[config.mk]
export PLATFORM = sky130hd
export DESIGN_NAME = ascii_integer_parser_core
export DESIGN_NICKNAME = d
export VERILOG_FILES = /design/src/hw/rtl/aip_pkg.sv /design/src/hw/rtl/aip_in_stage.sv /design/src/hw/rtl/aip_parse.sv /design/src/hw/rtl/aip_out_stage.sv /design/src/hw/rtl/ascii_integer_parser_core.sv
export SDC_FILE = /design/constraint.sdc
export NUM_CORES = 1
export LEC_CHECK = 0
export ABC_AREA = 0
export BUFFER_PORTS_ARGS = -buffer_cell sky130_fd_sc_hd__buf_2
export CAP_MARGIN = 20
export CORE_ASPECT_RATIO = 0.6
export CORE_MARGIN = 3
export CORE_UTILIZATION = 68
export DETAILED_ROUTE_END_ITERATION = 8
export PLACE_DENSITY = 0.88
export SLEW_MARGIN = 40
export SYNTH_ARGS = -nofsm -noshare
export SYNTH_HDL_FRONTEND = slang
export SYNTH_HIERARCHICAL = 1
export SYNTH_SLANG_ARGS = --single-unit
[constraint.sdc]
create_clock -name clk -period 12.3 [get_ports clk]
set_clock_uncertainty 0.2 [all_clocks]
set_input_delay 2.46 -clock clk [delete_from_list [all_inputs] [get_ports clk]]
set_output_delay 2.46 -clock clk [all_outputs]
set_load 0.02 [all_outputs]
[src/hw/rtl/aip_pkg.sv]
`timescale 1ns / 1ps

package aip_pkg;

    typedef enum logic [1:0] {
        PH_LEAD,
        PH_SIGN,
        PH_PCT,
        PH_DIG
    } phase_t;

    localparam logic [1:0] ST_OK       = 2'd0;
    localparam logic [1:0] ST_RADIX    = 2'd1;
    localparam logic [1:0] ST_OVERFLOW = 2'd2;

    localparam logic [4:0] RADIX_BIN   = 5'd2;
    localparam logic [4:0] RADIX_DEC   = 5'd10;
    localparam logic [4:0] RADIX_HEX   = 5'd16;
    localparam logic [4:0] RADIX_RESET = RADIX_DEC;

    localparam logic [7:0] CHAR_NUL   = 8'h00;
    localparam logic [7:0] CHAR_TAB   = 8'h09;
    localparam logic [7:0] CHAR_CR    = 8'h0D;
    localparam logic [7:0] CHAR_SPACE = 8'h20;
    localparam logic [7:0] CHAR_PCT   = 8'h25;
    localparam logic [7:0] CHAR_MINUS = 8'h2D;
    localparam logic [7:0] CHAR_0     = 8'h30;
    localparam logic [7:0] CHAR_9     = 8'h39;
    localparam logic [7:0] CHAR_A_UP  = 8'h41;
    localparam logic [7:0] CHAR_B_UP  = 8'h42;
    localparam logic [7:0] CHAR_D_UP  = 8'h44;
    localparam logic [7:0] CHAR_F_UP  = 8'h46;
    localparam logic [7:0] CHAR_X_UP  = 8'h58;
    localparam logic [7:0] CHAR_A_LO  = 8'h61;
    localparam logic [7:0] CHAR_B_LO  = 8'h62;
    localparam logic [7:0] CHAR_D_LO  = 8'h64;
    localparam logic [7:0] CHAR_F_LO  = 8'h66;
    localparam logic [7:0] CHAR_X_LO  = 8'h78;

    typedef struct packed {
        logic [31:0] value;
        logic [1:0]  status;
    } result_t;

    typedef struct packed {
        logic       ok;
        logic [3:0] val;
    } hex_t;

    function automatic hex_t hex_decode(input logic [7:0] c);
        hex_t h;
        h.ok  = 1'b1;
        h.val = 4'd0;
        unique case (c) inside
            [CHAR_0:CHAR_9]:       h.val = 4'(c - CHAR_0);
            [CHAR_A_UP:CHAR_F_UP]: h.val = 4'(c - CHAR_A_UP + 8'd10);
            [CHAR_A_LO:CHAR_F_LO]: h.val = 4'(c - CHAR_A_LO + 8'd10);
            default:               h.ok  = 1'b0;
        endcase
        return h;
    endfunction

endpackage

[src/hw/rtl/aip_in_stage.sv]
`timescale 1ns / 1ps

module aip_in_stage import aip_pkg::*;
(
    input  logic       clk,
    input  logic       rst_n,
    input  logic       in_valid,
    output logic       in_ready,
    input  logic [7:0] char_code,
    input  logic       out_free,
    output logic       step,
    output logic [7:0] char_q
);

    logic       char_valid_reg;
    logic       char_valid_next;
    logic [7:0] char_reg;

    // a terminator only moves on when the result slot can take it
    assign step     = char_valid_reg && ((char_reg != CHAR_NUL) || out_free);
    assign in_ready = !char_valid_reg || step;
    assign char_q   = char_reg;

    always_comb
    begin
        char_valid_next = char_valid_reg;
        if (in_ready)
        begin
            char_valid_next = in_valid;
        end
    end

    always_ff @(posedge clk or negedge rst_n)
    begin
        if (!rst_n)
        begin
            char_valid_reg <= 1'b0;
        end
        else
        begin
            char_valid_reg <= char_valid_next;
        end
    end

    always_ff @(posedge clk)
    begin
        if (in_valid && in_ready)
        begin
            char_reg <= char_code;
        end
    end

endmodule

[src/hw/rtl/aip_parse.sv]
`timescale 1ns / 1ps

module aip_parse import aip_pkg::*;
#(
    parameter int RESULT_BYTES = 4
)
(
    input  logic       clk,
    input  logic       rst_n,
    input  logic       cfg_we,
    input  logic [4:0] cfg_data,
    input  logic       step,
    input  logic [7:0] char_q,
    output logic       done,
    output result_t    result
);

    localparam int W  = 8 * RESULT_BYTES;
    localparam int PW = W + 6;

    phase_t        phase_reg, phase_next, phase_eff;
    logic          neg_reg, neg_next;
    logic [4:0]    radix_reg, radix_next;
    logic [4:0]    default_radix_reg;
    logic [W-1:0]  acc_reg, acc_next;
    logic [1:0]    err_reg, err_next;
    logic [4:0]    radix_cur;
    logic          take;
    logic          is_space;
    hex_t          hex;
    logic [PW-1:0] prod;
    logic [W-1:0]  value_w;
    logic [W+31:0] value_ext;

    assign is_space = (char_q == CHAR_SPACE) || ((char_q >= CHAR_TAB) && (char_q <= CHAR_CR));
    assign hex      = hex_decode(char_q);
    assign radix_cur = (phase_reg == PH_LEAD) ? default_radix_reg : radix_reg;
    assign prod     = PW'(acc_reg) * PW'(radix_cur) + PW'(hex.val);

    // result is formed from the state before the terminator clears it
    assign value_w   = ((err_reg == ST_OK) && neg_reg) ? (~acc_reg + W'(1)) : acc_reg;
    assign value_ext = {32'd0, value_w};
    assign result    = {value_ext[31:0], err_reg};
    assign done = step && (char_q == CHAR_NUL);

    always_comb
    begin
        phase_next = phase_reg;
        neg_next   = neg_reg;
        radix_next = radix_reg;
        acc_next   = acc_reg;
        err_next   = err_reg;
        phase_eff  = phase_reg;
        take       = 1'b0;
        if (step)
        begin
            if (char_q == CHAR_NUL)
            begin
                phase_next = PH_LEAD;
                neg_next   = 1'b0;
                radix_next = default_radix_reg;
                acc_next   = '0;
                err_next   = ST_OK;
            end
            else if (err_reg == ST_OK)
            begin
                radix_next = radix_cur;
                if (phase_reg == PH_LEAD)
                begin
                    if (char_q == CHAR_MINUS)
                    begin
                        neg_next   = 1'b1;
                        phase_next = PH_SIGN;
                    end
                    else if (!is_space)
                    begin
                        phase_next = PH_SIGN;
                        phase_eff  = PH_SIGN;
                    end
                end
                unique case (phase_eff)
                    PH_LEAD:
                    begin
                    end
                    PH_SIGN:
                    begin
                        if (char_q == CHAR_PCT)
                        begin
                            phase_next = PH_PCT;
                        end
                        else
                        begin
                            take = 1'b1;
                        end
                    end
                    PH_PCT:
                    begin
                        if ((char_q == CHAR_B_LO) || (char_q == CHAR_B_UP))
                        begin
                            radix_next = RADIX_BIN;
                            phase_next = PH_DIG;
                        end
                        else if ((char_q == CHAR_D_LO) || (char_q == CHAR_D_UP))
                        begin
                            radix_next = RADIX_DEC;
                            phase_next = PH_DIG;
                        end
                        else if ((char_q == CHAR_X_LO) || (char_q == CHAR_X_UP))
                        begin
                            radix_next = RADIX_HEX;
                            phase_next = PH_DIG;
                        end
                        else
                        begin
                            take = 1'b1;
                        end
                    end
                    PH_DIG:
                    begin
                        take = 1'b1;
                    end
                    default:
                    begin
                    end
                endcase
                if (take)
                begin
                    if (!hex.ok || ({1'b0, hex.val} >= radix_cur))
                    begin
                        err_next = ST_RADIX;
                    end
                    else
                    begin
                        phase_next = PH_DIG;
                        acc_next   = prod[W-1:0];
                        if (|prod[PW-1:W])
                        begin
                            err_next = ST_OVERFLOW;
                        end
                    end
                end
            end
        end
    end

    always_ff @(posedge clk or negedge rst_n)
    begin
        if (!rst_n)
        begin
            phase_reg         <= PH_LEAD;
            neg_reg           <= 1'b0;
            radix_reg         <= RADIX_RESET;
            acc_reg           <= '0;
            err_reg           <= ST_OK;
            default_radix_reg <= RADIX_RESET;
        end
        else
        begin
            phase_reg <= phase_next;
            neg_reg   <= neg_next;
            radix_reg <= radix_next;
            acc_reg   <= acc_next;
            err_reg   <= err_next;
            if (cfg_we)
            begin
                default_radix_reg <= cfg_data;
            end
        end
    end

endmodule

[src/hw/rtl/aip_out_stage.sv]
`timescale 1ns / 1ps

module aip_out_stage import aip_pkg::*;
(
    input  logic        clk,
    input  logic        rst_n,
    input  logic        load,
    input  result_t     result,
    output logic        out_free,
    output logic        out_valid,
    input  logic        out_ready,
    output logic [31:0] value,
    output logic [1:0]  status
);

    logic    out_valid_reg;
    logic    out_valid_next;
    result_t result_reg;

    assign out_free  = !out_valid_reg || out_ready;
    assign out_valid = out_valid_reg;
    assign value     = result_reg.value;
    assign status    = result_reg.status;

    always_comb
    begin
        out_valid_next = out_valid_reg;
        if (out_free)
        begin
            out_valid_next = load;
        end
    end

    always_ff @(posedge clk or negedge rst_n)
    begin
        if (!rst_n)
        begin
            out_valid_reg <= 1'b0;
        end
        else
        begin
            out_valid_reg <= out_valid_next;
        end
    end

    always_ff @(posedge clk)
    begin
        if (load)
        begin
            result_reg <= result;
        end
    end

endmodule

[src/hw/rtl/ascii_integer_parser_core.sv]
`timescale 1ns / 1ps
// a terminator passes the input char register, then loads the output register
// throughput: one character item per cycle, as the multiply-add on the
// accumulator is combinational; only a terminator stalls, while a result waits
// reset: parse state cleared, default radix 10, no item held on either side
module ascii_integer_parser_core import aip_pkg::*;
#(
    parameter int RESULT_BYTES = 4
)
(
    input  logic        clk,
    input  logic        rst_n,
    input  logic        cfg_valid,
    output logic        cfg_ready,
    input  logic [4:0]  cfg_data,
    input  logic        in_valid,
    output logic        in_ready,
    input  logic [7:0]  char_code,
    output logic        out_valid,
    input  logic        out_ready,
    output logic [31:0] value,
    output logic [1:0]  status
);

    logic       out_free;
    logic       step;
    logic       done;
    logic [7:0] char_q;
    result_t    result;

    assign cfg_ready = 1'b1;

    aip_in_stage u_in_stage (
        .clk       (clk),
        .rst_n     (rst_n),
        .in_valid  (in_valid),
        .in_ready  (in_ready),
        .char_code (char_code),
        .out_free  (out_free),
        .step      (step),
        .char_q    (char_q)
    );

    aip_parse #(
        .RESULT_BYTES (RESULT_BYTES)
    ) u_parse (
        .clk      (clk),
        .rst_n    (rst_n),
        .cfg_we   (cfg_valid && cfg_ready),
        .cfg_data (cfg_data),
        .step     (step),
        .char_q   (char_q),
        .done     (done),
        .result   (result)
    );

    aip_out_stage u_out_stage (
        .clk       (clk),
        .rst_n     (rst_n),
        .load      (done),
        .result    (result),
        .out_free  (out_free),
        .out_valid (out_valid),
        .out_ready (out_ready),
        .value     (value),
        .status    (status)
    );

endmodule

==> flow_metrics.tcl <==
set metrics [dict create \
    r2r-end "u_parse/err_reg[1]" \
    rr_worst_depth 17 \
    worstSetupEndpoint "u_parse/err_reg[1]" \
    drtIter0Drc 964 \
    grt_antenna_before_repair 0 \
    report.final.slew_viol_count 0 \
    hp-class "reg2reg" \
    peakVddDrop_mv 0.1031 \
    worstSetupPathType "reg2reg" \
    end_kind "register" \
    synth_warnings 6 \
    finish.utilization_pct 75.63 \
    max_slew_margin_pct 42.00 \
    die_area_mm2 0.01621 \
    status "finished clean" \
    finalSetupTns_ns 0 \
    drtPass1Iterations 5 \
    worst_slew_pin_slew_ns 0.8700 \
    wl_per_cell_um 20.90 \
    place.gp.congestion 1.028 \
    std_cell_rows 33 \
    ctsResizeCount 0 \
    finalSetupViolCount 0 \
    grt_pass1_vias 8130 \
    globalRoute.totalOverflow 0 \
    cts_setup_buffers 0 \
    cts_sinks 91 \
    io_pins 55 \
    layout.nets 1263 \
    die_width_um 162.4 \
    max_freq_mhz 144.7 \
    cp-start-kind "register" \
    timing.rr.start "u_parse/phase_reg[1]" \
    synth_nets 1264 \
    drive_gt1_share_pct 10.28 \
    grt_pass1_wl_um 42700 \
    cts_tree "yes" \
    via_per_inst 6.536 \
    synthDistinctLibCells 75 \
    async_flop_share_pct 53.85 \
    syn_inst 1066 \
    dieHeight_um 99.82 \
    cts.clk_slew.worst_paths_ns 0.07 \
    synth-seq-cells 91 \
    min_period_over_period_pct 56.18 \
    fin_area_mm2 0.01059 \
    required_ns 12.30 \
    maxCapViolCount 0 \
    ys_seq_area_share_pct 24.99 \
    rsz0062_at_grt "false" \
    postCtsHoldBufs 0 \
    avgSynthCellArea_um2 9.357 \
    core_area_mm2 0.01400 \
    numCtsBuffers 9 \
    routed_wirelength_um 26380 \
    cts_buffer_depth 2 \
    diodes 0 \
    start_util_pct 71.26 \
    finalHoldViolations 0 \
    placed_cell_area_mm2 0.01028 \
    root_buffer "clkbuf_16" \
    worstSetupStartpoint "u_parse/phase_reg[1]" \
    area_growth_syn_to_layout_pct 6.134 \
    vias 8248 \
    synthFlopType "dfrtp_1" \
    powerDensity_mw_per_mm2 85.78 \
    io_buffers 53 \
    synth_edf_count 42 \
    postRouteAntennaNets 0 \
    cp.arrival_ns 6.91 \
    track_usage_pct 33.64 \
    synth_area_mm2 0.009975 \
    critPathMaxFanout 34 \
    leakage_nw 5.422 \
    hpwl_um 19180 \
    n_fill_cell 950 \
    period_minus_slack_ns 6.911 \
    regToRegSetupSlack_ns 5.39 \
    route.detailed.drc 0 \
    htreeDepth 3 \
    grt_max_degree 50 \
    clk_latency_ns 0.35 \
]
[worst max-delay path, stage by stage (launching register included)]
cell	delay, ns
dfrtp_1	0.48
nor2_1	0.60
mux2_2	0.82
nand2_1	0.19
fa_1	0.56
inv_1	0.06
fa_1	0.51
fa_1	0.49
ha_1	0.43
and2_1	0.21
nand4_1	0.11
o21ai_1	0.48
a21boi_1	0.20
o31ai_1	0.57
a41oi_1	0.25
xnor2_1	0.19
o41ai_2	0.29
o21ai_1	0.10
[worst min path at each step]
stage / slack (ns) / end / depth (start not counted) / from
2_1_floorplan: 0.25 / u_parse/radix_reg[2] / 2 / u_parse/radix_reg[2]
5_1_grt: 0.32 / u_parse/radix_reg[3] / 2 / u_parse/radix_reg[3]
3_3_place_gp: 0.27 / u_parse/radix_reg[2] / 2 / u_parse/radix_reg[2]
3_5_place_dp: 0.27 / u_parse/radix_reg[0] / 2 / u_parse/radix_reg[0]
6_report: 0.29 / u_parse/radix_reg[0] / 2 / u_parse/radix_reg[0]
4_1_cts: 0.29 / u_parse/radix_reg[0] / 2 / u_parse/radix_reg[0]
[final cells by class]
class	count	area, um^2	area share [%]
tap	192	240.2	2.269
multi-input combinational	823	6929	65.45
clock buffer	10	229.0	2.163
clock inverter	6	73.82	0.6973
sequential	91	2492	23.54
inverter	81	304.0	2.872
timing repair buffer	59	317.8	3.002
[power by group]
group | internal, mW | total [mW] | switching, mW
clock network | 0.160 | 0.289 | 0.129
logic | 0.0577 | 0.258 | 0.200
registers | 0.339 | 0.362 | 0.0230
[layout by cell type (no fill, tap or decap), types with 4 or more instances in the layout]
master	netlist	final
xnor2_1	34	34
mux2_2	8	8
buf_4	3	5
o21bai_1	4	4
inv_1	81	80
nand4_1	5	5
o31ai_1	8	8
a22o_1	32	32
ha_1	86	86
nor3b_1	4	4
a211oi_1	8	8
o21a_1	7	7
xor2_1	25	25
clkbuf_16	0	9
fa_1	94	94
and3_1	6	6
o211ai_1	5	5
a31oi_1	13	12
nand2_1	136	136
a21o_1	21	21
and2_1	48	48
nor2b_1	34	34
nand2b_1	9	9
buf_2	3	53
dfrtp_1	45	45
or3_1	5	5
nor2_1	49	48
nor3_1	17	17
dfstp_2	4	4
o21ai_1	10	11
o21ai_0	31	30
edfxtp_1	42	42
a21oi_1	49	49
nand3_1	14	14
or2_2	5	5
[Yosys cell counts, types with 5 or more instances]
cell type / number / share of area, %
a211oi_1: 8 / 0.60
a21o_1: 21 / 1.6
a21oi_1: 49 / 2.5
a22o_1: 32 / 2.8
a31oi_1: 13 / 0.82
and2_1: 48 / 3.0
and3_1: 6 / 0.38
buf_1: 9 / 0.34
clkbuf_1: 56 / 2.1
dfrtp_1: 45 / 11
edfxtp_1: 42 / 13
fa_1: 94 / 19
ha_1: 86 / 11
inv_1: 81 / 3.0
mux2_2: 8 / 0.90
nand2_1: 136 / 5.1
nand2b_1: 9 / 0.56
nand3_1: 14 / 0.70
nand4_1: 5 / 0.31
nor2_1: 49 / 1.8
nor2b_1: 34 / 2.1
nor3_1: 17 / 0.85
o211ai_1: 5 / 0.38
o21a_1: 7 / 0.53
o21ai_0: 31 / 1.6
o21ai_1: 10 / 0.50
o31ai_1: 8 / 0.60
or2_2: 5 / 0.31
or3_1: 5 / 0.31
xnor2_1: 34 / 3.0
xor2_1: 25 / 2.2
[routing by layer]
metal  vias to the layer above  track usage [%]  share of wire (%)
li1                       3624                -                  -
met1                      3987            51.93                 43
met2                       563            47.62                 41
met3                        74            7.546                 13
met4                         0            10.03                2.6
met5                         -                0                  0
[stage by stage]
step	hold WS [ns]	total power, mW	worst slack [ns]	instances
final	0.2887	0.9081	5.389	1262
after global routing	0.3236	0.9405	5.110	1262
after CTS	0.2887	0.8987	5.605	1262
after detailed placement	0.2744	0.6087	5.630	1246
after global placement	0.2669	0.5990	5.720	1245
after floorplan	0.2460	0.5230	6.437	1066
[cell families after synthesis]
kind of cell	after synthesis	synth area share, %
muxes	11	1.204
DFF	91	24.99
and+or+nand+nor	351	17.76
adders and majority gates	180	29.65
other	1	0.03760
buffers and inverters	152	5.870
AOI/OAI and AO/OA	221	15.30
xor gates and xnor gates	59	5.181
Note: power is estimated with default switching activity, not from simulation.
